--- src/ima_pkg.sv ---
package ima_pkg;

  localparam int SampleWidth = 16;
  localparam int IndexWidth  = 7;
  localparam int CodeWidth   = 4;
  localparam int ByteWidth   = 8;

  localparam logic signed [17:0] PredMax  = 18'sd32767;
  localparam logic signed [17:0] PredMin  = -18'sd32768;
  localparam logic [IndexWidth-1:0] IndexMax = 7'd88;

  typedef logic signed [SampleWidth-1:0] sample_t;
  typedef logic [IndexWidth-1:0] index_t;
  typedef logic [CodeWidth-1:0] code_t;
  typedef logic [ByteWidth-1:0] byte_t;
  typedef logic [15:0] step_t;

  // Step size table; indexes past the top entry (87) read 32767.
  function automatic step_t step_rom(input index_t idx);
    step_t s;
    case (idx)
      7'd0:  s = 16'd7;     7'd1:  s = 16'd8;     7'd2:  s = 16'd9;
      7'd3:  s = 16'd10;    7'd4:  s = 16'd11;    7'd5:  s = 16'd12;
      7'd6:  s = 16'd13;    7'd7:  s = 16'd14;    7'd8:  s = 16'd16;
      7'd9:  s = 16'd17;    7'd10: s = 16'd19;    7'd11: s = 16'd21;
      7'd12: s = 16'd23;    7'd13: s = 16'd25;    7'd14: s = 16'd28;
      7'd15: s = 16'd31;    7'd16: s = 16'd34;    7'd17: s = 16'd37;
      7'd18: s = 16'd41;    7'd19: s = 16'd45;    7'd20: s = 16'd50;
      7'd21: s = 16'd55;    7'd22: s = 16'd60;    7'd23: s = 16'd66;
      7'd24: s = 16'd73;    7'd25: s = 16'd80;    7'd26: s = 16'd88;
      7'd27: s = 16'd97;    7'd28: s = 16'd107;   7'd29: s = 16'd118;
      7'd30: s = 16'd130;   7'd31: s = 16'd143;   7'd32: s = 16'd157;
      7'd33: s = 16'd173;   7'd34: s = 16'd190;   7'd35: s = 16'd209;
      7'd36: s = 16'd230;   7'd37: s = 16'd253;   7'd38: s = 16'd279;
      7'd39: s = 16'd307;   7'd40: s = 16'd337;   7'd41: s = 16'd371;
      7'd42: s = 16'd408;   7'd43: s = 16'd449;   7'd44: s = 16'd494;
      7'd45: s = 16'd544;   7'd46: s = 16'd598;   7'd47: s = 16'd658;
      7'd48: s = 16'd724;   7'd49: s = 16'd796;   7'd50: s = 16'd876;
      7'd51: s = 16'd963;   7'd52: s = 16'd1060;  7'd53: s = 16'd1166;
      7'd54: s = 16'd1282;  7'd55: s = 16'd1411;  7'd56: s = 16'd1552;
      7'd57: s = 16'd1707;  7'd58: s = 16'd1878;  7'd59: s = 16'd2066;
      7'd60: s = 16'd2272;  7'd61: s = 16'd2499;  7'd62: s = 16'd2749;
      7'd63: s = 16'd3024;  7'd64: s = 16'd3327;  7'd65: s = 16'd3660;
      7'd66: s = 16'd4026;  7'd67: s = 16'd4428;  7'd68: s = 16'd4871;
      7'd69: s = 16'd5358;  7'd70: s = 16'd5894;  7'd71: s = 16'd6484;
      7'd72: s = 16'd7132;  7'd73: s = 16'd7845;  7'd74: s = 16'd8630;
      7'd75: s = 16'd9493;  7'd76: s = 16'd10442; 7'd77: s = 16'd11487;
      7'd78: s = 16'd12635; 7'd79: s = 16'd13899; 7'd80: s = 16'd15289;
      7'd81: s = 16'd16818; 7'd82: s = 16'd18500; 7'd83: s = 16'd20350;
      7'd84: s = 16'd22385; 7'd85: s = 16'd24623; 7'd86: s = 16'd27086;
      7'd87: s = 16'd29794;
      default: s = 16'd32767;
    endcase
    return s;
  endfunction

  // Index change for the 3-bit magnitude of a code.
  function automatic logic signed [4:0] index_adjust(input logic [2:0] mag);
    logic signed [4:0] a;
    case (mag)
      3'd4: a = 5'sd2;
      3'd5: a = 5'sd4;
      3'd6: a = 5'sd6;
      3'd7: a = 5'sd8;
      default: a = -5'sd1;
    endcase
    return a;
  endfunction

endpackage

--- src/ima_pcm_if.sv ---
interface ima_pcm_if import ima_pkg::*; ();
  logic valid;
  logic ready;
  sample_t sample;
  logic last_sample;

  modport source (output valid, output sample, output last_sample, input ready);
  modport sink (input valid, input sample, input last_sample, output ready);
endinterface

--- src/ima_byte_if.sv ---
interface ima_byte_if import ima_pkg::*; ();
  logic valid;
  logic ready;
  byte_t packed_byte;

  modport source (output valid, output packed_byte, input ready);
  modport sink (input valid, input packed_byte, output ready);
endinterface

--- src/ima_adpcm_encoder_top.sv ---
// IMA ADPCM encoder: one 16-bit sample in, one 4-bit code out, two codes per byte.
// Path from sample accept to byte valid: input register, then result register.
// Throughput: one sample per cycle while the byte output is not stalled; the loop
// through predictor, step ROM and the three quantizer compares is combinational.
// Reset (rst, synchronous): predictor, step index, pending nibble and phase clear,
// both pipeline registers empty.
module ima_adpcm_encoder_top import ima_pkg::*; (
  input  logic clk,
  input  logic rst,
  ima_pcm_if.sink    pcm,
  ima_byte_if.source adpcm
);

  // input register
  logic    in_full;
  sample_t in_sample;
  logic    in_last;

  // encoder state
  logic signed [15:0] predicted_value;
  index_t             step_index;
  code_t              pending_nibble;
  logic               low_half_next;

  // result register
  logic  out_full;
  byte_t out_byte;

  logic out_free;
  logic fire;

  assign out_free = !out_full || adpcm.ready;
  assign fire     = in_full && out_free;
  assign pcm.ready = !in_full || fire;

  assign adpcm.valid       = out_full;
  assign adpcm.packed_byte = out_byte;

  always_ff @(posedge clk) begin
    if (rst) begin
      in_full <= 1'b0;
    end else if (pcm.ready) begin
      in_full <= pcm.valid;
    end
    if (pcm.valid && pcm.ready) begin
      in_sample <= pcm.sample;
      in_last   <= pcm.last_sample;
    end
  end

  // quantizer
  step_t              step;
  logic signed [17:0] diff;
  logic        [16:0] mag0, mag1, mag2;
  logic        [16:0] vp0, vp1, vp2, vpdiff;
  logic        [16:0] st0, st1, st2;
  logic               neg;
  logic        [2:0]  qmag;
  code_t              code;
  logic signed [17:0] pred_sum;
  logic signed [15:0] predicted_value_next;
  logic signed [8:0]  idx_sum;
  index_t             step_index_next;

  always_comb begin
    step = step_rom(step_index);
    diff = 18'(in_sample) - 18'(predicted_value);
    neg  = diff[17];
    mag0 = neg ? 17'(-diff) : 17'(diff);
    st0  = {1'b0, step};
    st1  = {2'b0, step[15:1]};
    st2  = {3'b0, step[15:2]};
    vp0  = {4'b0, step[15:3]};

    qmag[2] = mag0 >= st0;
    mag1    = qmag[2] ? mag0 - st0 : mag0;
    vp1     = qmag[2] ? vp0 + st0 : vp0;

    qmag[1] = mag1 >= st1;
    mag2    = qmag[1] ? mag1 - st1 : mag1;
    vp2     = qmag[1] ? vp1 + st1 : vp1;

    qmag[0] = mag2 >= st2;
    vpdiff  = qmag[0] ? vp2 + st2 : vp2;

    code = {neg, qmag};

    pred_sum = neg ? 18'(predicted_value) - 18'(signed'({1'b0, vpdiff}))
                   : 18'(predicted_value) + 18'(signed'({1'b0, vpdiff}));
    if (pred_sum > PredMax) begin
      predicted_value_next = 16'(PredMax);
    end else if (pred_sum < PredMin) begin
      predicted_value_next = 16'(PredMin);
    end else begin
      predicted_value_next = pred_sum[15:0];
    end

    idx_sum = signed'({2'b0, step_index}) + 9'(index_adjust(qmag));
    if (idx_sum < 0) begin
      step_index_next = '0;
    end else if (idx_sum > signed'({2'b0, IndexMax})) begin
      step_index_next = IndexMax;
    end else begin
      step_index_next = idx_sum[IndexWidth-1:0];
    end
  end

  always_ff @(posedge clk) begin
    if (rst) begin
      predicted_value <= '0;
      step_index      <= '0;
      pending_nibble  <= '0;
      low_half_next   <= 1'b0;
      out_full        <= 1'b0;
    end else begin
      if (adpcm.ready) begin
        out_full <= 1'b0;
      end
      if (fire) begin
        if (low_half_next) begin
          out_full <= 1'b1;
        end
        if (in_last) begin
          // end of stream: drop any odd nibble and start over
          predicted_value <= '0;
          step_index      <= '0;
          pending_nibble  <= '0;
          low_half_next   <= 1'b0;
        end else begin
          predicted_value <= predicted_value_next;
          step_index      <= step_index_next;
          low_half_next   <= !low_half_next;
          if (!low_half_next) begin
            pending_nibble <= code;
          end
        end
      end
    end
  end

  always_ff @(posedge clk) begin
    if (fire && low_half_next) begin
      out_byte <= {pending_nibble, code};
    end
  end

endmodule
--- src/flat_wrapper.sv ---
// flat-port wrapper written by rule: the top's interface ports become plain ports
module ima_adpcm_encoder_top_flat import ima_pkg::*;
  (clk, rst, pcm_valid, pcm_sample, pcm_last_sample, pcm_ready, adpcm_valid, adpcm_packed_byte, adpcm_ready);
  ima_pcm_if pcm_i ();
  ima_byte_if adpcm_i ();
  input  logic clk;
  input  logic rst;
  input wire logic [$bits(pcm_i.valid)-1:0] pcm_valid;
  input wire logic [$bits(pcm_i.sample)-1:0] pcm_sample;
  input wire logic [$bits(pcm_i.last_sample)-1:0] pcm_last_sample;
  output wire logic [$bits(pcm_i.ready)-1:0] pcm_ready;
  output wire logic [$bits(adpcm_i.valid)-1:0] adpcm_valid;
  output wire logic [$bits(adpcm_i.packed_byte)-1:0] adpcm_packed_byte;
  input wire logic [$bits(adpcm_i.ready)-1:0] adpcm_ready;
  assign pcm_i.valid = pcm_valid;
  assign pcm_i.sample = pcm_sample;
  assign pcm_i.last_sample = pcm_last_sample;
  assign pcm_ready = pcm_i.ready;
  assign adpcm_valid = adpcm_i.valid;
  assign adpcm_packed_byte = adpcm_i.packed_byte;
  assign adpcm_i.ready = adpcm_ready;
  ima_adpcm_encoder_top u_core (.clk(clk), .rst(rst), .pcm(pcm_i), .adpcm(adpcm_i));
endmodule
--- config.mk ---
export PLATFORM = sky130hd
export DESIGN_NAME = ima_adpcm_encoder_top_flat
export DESIGN_NICKNAME = d
export VERILOG_FILES = /design/src/ima_pkg.sv /design/src/ima_pcm_if.sv /design/src/ima_byte_if.sv /design/src/ima_adpcm_encoder_top.sv /design/src/flat_wrapper.sv
export SDC_FILE = /design/constraint.sdc
export NUM_CORES = 1
export LEC_CHECK = 0
export BUFFER_PORTS_ARGS = -buffer_cell sky130_fd_sc_hd__buf_2
export CAP_MARGIN = 10
export CORE_ASPECT_RATIO = 1.75
export CORE_UTILIZATION = 40
export CTS_CLUSTER_SIZE = 12
export DETAILED_ROUTE_END_ITERATION = 6
export PLACE_DENSITY = 0.54
export SLEW_MARGIN = 40
export SYNTH_ARGS = -nofsm -noshare
export SYNTH_HDL_FRONTEND = slang
export SYNTH_SLANG_ARGS = --single-unit
--- constraint.sdc ---
create_clock -name clk -period 17.8 [get_ports clk]
set_input_delay 1.78 -clock clk [delete_from_list [all_inputs] [get_ports clk]]
set_output_delay 1.78 -clock clk [all_outputs]
set_load 0.005 [all_outputs]
==> results_dict.tcl, run 1 <==
set metrics [dict create \
    cts_htree_levels 3 \
    grt_pass1_wl_um 66200 \
    die-height_um 227 \
    cp_top_family "compound AO/OA/AOI/OAI gates" \
    viasPerCell 6.19 \
    cp-start-kind "flip-flop" \
    grtUsageTotal_pct 30.0 \
    wl_per_cell_um 22.6 \
    cpPeakStageDelay_ns 0.60 \
    cts_buffers 9 \
    tns_ns 0 \
    critPathMaxFanout 35 \
    path_class "flip-flop to flip-flop" \
    drive_gt1_share_pct 9.07 \
    clkTransAtPathRegs_ns 0.07 \
    drt_iter0_drc 573 \
    synth.distinct_cells 101 \
    dieWidth_um 130 \
    rows 81 \
    cp.required_ns 18.07 \
    cp_num_buf_inv 13 \
    cap_violations 0 \
    grt_remaining_overflow 0 \
    vias 12000 \
    netlist_area_mm2 0.0115 \
    root_buffer "clkbuf_16" \
    insertion_delay_ns 0.35 \
    cts_sinks 70 \
    cts_tree "yes" \
    nNetsFinal 1722 \
    cts_hold_buf 0 \
    diodes 0 \
    critPathSlowestCell "inv_1" \
    core_mm2 0.0282 \
    worstSetupEndpointType "flip-flop" \
    finalHoldViolations 0 \
    initial_utilization_pct 40.9 \
    synth_nets 1725 \
    drv_slew 0 \
    run_status "finished clean" \
    antenna_found_initial 0 \
    drc 0 \
    fmax_mhz 59.8 \
    place.gp.congestion 1.06 \
    ys_seq_area_share_pct 14.3 \
    tightest_slew_ns 0.814 \
    grt_pass1_vias 11900 \
    finalCritPeriodShare_pct 94.0 \
    clockBufferDepth 2 \
    setup_viol 0 \
    synth_cells 1564 \
    dpl.hpwl_um 34800 \
    postSynthAreaPerCell_um2 7.38 \
    fin_skew_ns 0.0147 \
    drt-total-wl_um 43800 \
    slew_headroom_pct 45.8 \
    ys.flop_type "dfxtp_1" \
    port_buffers 30 \
    ys_ff_latch 70 \
    finalCriticalPeriod_ns 16.73 \
    async_reset_ff_share_pct 0 \
    hold_path_class "flip-flop to flip-flop" \
    io_pins 31 \
    dr.pass1.iters 5 \
    grt_max_degree 36 \
    cp.arrival_ns 17.00 \
    drtAntennaViolNets 0 \
    synthToLayoutAreaGrowth_pct 6.98 \
    rsz0062_at_grt "no" \
    dieArea_mm2 0.0296 \
    crit_top_cell "a21o_1" \
    ys_warn_count 0 \
    synth_edf_count 25 \
]
-- timing repair --
action,in CTS,in global routing
resized for setup,0,3
endpoints found under the setup margin,0,16
buffers inserted,0,1
-- layout by cell type, fill, tap and decap left out, types with 7 or more instances in the layout --
master,count
a22oi_1,11
nor4_1,14
o31ai_1,9
and3_1,11
nand2_1,154
nor2b_1,13
buf_4,22
o211ai_1,16
buf_2,30
xnor2_1,73
dfxtp_1,45
inv_1,96
fa_1,8
o21bai_1,9
nand3_1,44
a31oi_1,16
and2_1,17
nand2b_1,24
a211oi_1,20
a21oi_1,135
clkbuf_16,9
nor2_1,115
xor2_1,38
a21boi_0,8
o22ai_1,8
o211ai_2,13
mux2_2,9
nor3_1,57
o2111ai_1,12
edfxtp_1,25
or3_1,15
o21ai_0,119
o21a_1,17
mux2i_1,14
or2_2,7
a21o_1,46
ha_1,131
nand4_1,16
-- per-layer routing --
layer	global-route usage (%)	routed length, um
met4	24.2	3850
met5	0	0
met2	57.1	23400
met3	3.82	1500
met1	28.0	15000
-- stage by stage --
step	util, %	hold slack, ns	setup slack [ns]	instance area (um2)	std cells
floorplan	-	0.409	1.94	11500	1564
global placement	42.7	0.426	1.53	12000	1922
detailed placement	42.7	0.428	1.43	12000	1922
CTS	43.7	0.444	1.34	12300	1938
global route	43.8	0.455	0.0393	12300	1939
finish	43.8	0.444	1.07	12300	1939
-- registers in the layout, indices dropped and copies added, names as in the netlist --
| register | flops |
|---|---|
| u_core.adpcm.valid | 1 |
| u_core.pending_nibble | 4 |
| u_core.predicted_value | 16 |
| u_core.in_last | 1 |
| u_core.in_full | 1 |
| u_core.step | 15 |
| u_core.low_half_next | 1 |
| u_core.in_sample | 16 |
| u_core.step_index | 7 |
| u_core.adpcm.packed_byte | 8 |
-- cells in the mapped netlist (all sizes together) (18+ instances only) --
cell type	number	share of area [%]
and2	19	1.0
inv	98	3.2
clkbuf	53	1.7
o211ai	29	2.5
nand2b	24	1.3
a21oi	138	6.2
xor2	38	2.9
xnor2	75	5.9
nor3	58	2.6
o21a	18	1.2
a21o	47	3.1
edfxtp	25	6.5
nand3	46	2.1
dfxtp	45	7.8
nor2	119	4.0
a211oi	20	1.3
ha	132	14
o21ai	125	5.4
nand2	155	5.1
-- final timing paths --
path,start,to,slack (ns),depth (start not counted)
hold / removal,u_core.pending_nibble[2],u_core.adpcm.packed_byte[6],0.44,0
setup reg to reg,u_core.predicted_value[5],u_core.step[3],1.07,76
setup / recovery,u_core.predicted_value[5],u_core.step[3],1.07,76
hold reg to reg,u_core.pending_nibble[2],u_core.adpcm.packed_byte[6],0.44,0
-- kinds of logic (layout without fill, tap and decap cells) --
family                     after synthesis  in the layout  synth area share, %
AOI/OAI and AO/OA                      527            527                 30.8
xor gates and xnor gates               113            113                 8.81
adders and majority gates              141            141                 15.8
buffers and inverters                  168            170                 5.84
DFF                                     70             70                 14.3
muxes                                   25             25                 2.42
and+or+nand+nor                        520            520                 22.0
-- final cells by class --
class | count | area (um2)
timing repair buffer | 53 | 335
multi-input combinational | 1326 | 9230
clock buffer | 9 | 225
clock inverter | 7 | 46.3
fill | 2995 | 15800
sequential | 70 | 1650
inverter | 101 | 384
tap | 373 | 467
Power of run 1 is left out: the tool's default activity adds up to more than one toggle a clock period on the data nets, which glitch-free logic cannot reach.
==> inputs of run 2 (changes only) <==
==> constraint.sdc (replaced) <==
create_clock -name clk -period 21.3 [get_ports clk]
set_input_delay 2.13 -clock clk [delete_from_list [all_inputs] [get_ports clk]]
set_output_delay 2.13 -clock clk [all_outputs]
set_load 0.005 [all_outputs]
==> run 2 against run 1 <==
  * Clock-buffer cell count did not move
  * Worst hold slack got worse by 0.0043 ns
  * Global-route usage fell by 0.79 points
  * Final area fell by 0.47%
  * Routed wire length fell by 4.4%
  * Critical path type unchanged
==> results_dict.tcl, run 2 (synthesis gave the netlist of run 1 again) <==
set metrics [dict create \
    port_buffers 30 \
    tightest_slew_ns 0.831 \
    critPathSlowestCell "o21ai_0" \
    drv_slew 0 \
    cts_tree "yes" \
    clockBufferDepth 2 \
    grtUsageTotal_pct 29.3 \
    place.gp.congestion 0.985 \
    cts_resized 0 \
    wl_per_cell_um 21.6 \
    die-height_um 227 \
    io_pins 31 \
    insertion_delay_ns 0.36 \
    cp.arrival_ns 17.83 \
    run_status "finished clean" \
    hold_path_depth 0 \
    layout_common_cells "154 x nand2_1, 135 x a21oi_1, 132 x ha_1, 120 x o21ai_0, 116 x nor2_1" \
    crit_top_cell "o21ai_0" \
    drt_iter0_drc 742 \
    drc 0 \
    cp.required_ns 21.51 \
    finalCritPeriodShare_pct 82.7 \
    drt-total-wl_um 41900 \
    antenna_found_initial 0 \
    cts_hold_buf 0 \
    dieArea_mm2 0.0296 \
    critPathMaxFanout 36 \
    rows 81 \
    cts_sinks 70 \
    setup_viol 0 \
    rsz0062_at_grt "no" \
    layout_commonest_cell "nand2_1" \
    hp-start "u_core.pending_nibble[3]" \
    cap_violations 0 \
    grt_max_degree 37 \
    final_util_pct 43.6 \
    cp_top_family "compound AO/OA/AOI/OAI gates" \
    cts_htree_levels 3 \
    root_buffer "clkbuf_16" \
    dpl.hpwl_um 33500 \
    drive_gt1_share_pct 8.58 \
    grt_pass1_wl_um 65100 \
    fmax_mhz 56.8 \
    clkTransAtPathRegs_ns 0.06 \
    viasPerCell 6.18 \
    diodes 0 \
    hold_path_class "flip-flop to flip-flop" \
    slew_headroom_pct 44.0 \
    initial_utilization_pct 40.9 \
    post-cts-setup-buffers 0 \
    finalHoldViolations 0 \
    core_mm2 0.0282 \
    drtAntennaViolNets 0 \
    cts_buffers 9 \
    r2r_slack_ns 3.68 \
    finalCriticalPeriod_ns 17.62 \
    tns_ns 0 \
    hold_end "u_core.adpcm.packed_byte[7]" \
    dieWidth_um 130 \
    grt_pass1_vias 11900 \
    reg2reg_to "u_core.predicted_value[4]" \
    path_class "flip-flop to flip-flop" \
    grt_remaining_overflow 0 \
    rr_worst_depth 76 \
    cpPeakStageDelay_ns 0.62 \
    cp_num_buf_inv 10 \
    worstSetupEndpointType "flip-flop" \
    vias 12000 \
    r2r-start "u_core.predicted_value[11]" \
    synthToLayoutAreaGrowth_pct 6.49 \
    dr.pass1.iters 5 \
    nNetsFinal 1717 \
    cp-start-kind "flip-flop" \
    fin_skew_ns 0.00977 \
]
[run 2: cell type report]
| cell class | instances | area [um2] |
|---|---|---|
| inverter | 101 | 384 |
| tap | 373 | 467 |
| timing repair buffer | 48 | 285 |
| clock buffer | 9 | 225 |
| clock inverter | 7 | 48.8 |
| multi-input combinational | 1326 | 9220 |
| sequential | 70 | 1650 |
| fill | 3020 | 15900 |
[run 2: stage by stage]
step                      instances  hold slack, ns  area, um2  setup slack (ns)
after floorplan                1564           0.409      11500              5.44
after global placement         1918           0.418      12000              4.12
after detailed placement       1918           0.421      12000              3.84
after CTS                      1934           0.441      12300              3.79
after global routing           1934           0.452      12300              2.36
final                          1934           0.439      12300              3.68
[run 2: routing by layer]
metal	share of wire [%]	vias to the layer above	track usage (%)
li1	-	5741	-
met1	35	5684	28.3
met2	53	369	55.3
met3	2.9	166	2.93
met4	8.6	0	23.0
met5	0	-	0
[run 2: how the worst max path moves through the flow]
stage / from / end / cells after the start
2_1_floorplan: u_core.predicted_value[5] / u_core.predicted_value[10] / 87
3_3_place_gp: u_core.predicted_value[5] / u_core.predicted_value[2] / 76
3_5_place_dp: u_core.in_sample[0] / u_core.predicted_value[4] / 78
4_1_cts: u_core.in_sample[0] / u_core.predicted_value[4] / 78
5_1_grt: u_core.in_sample[0] / u_core.step[6] / 76
6_report: u_core.predicted_value[11] / u_core.predicted_value[4] / 76
Power of run 2 is left out for the same reason.
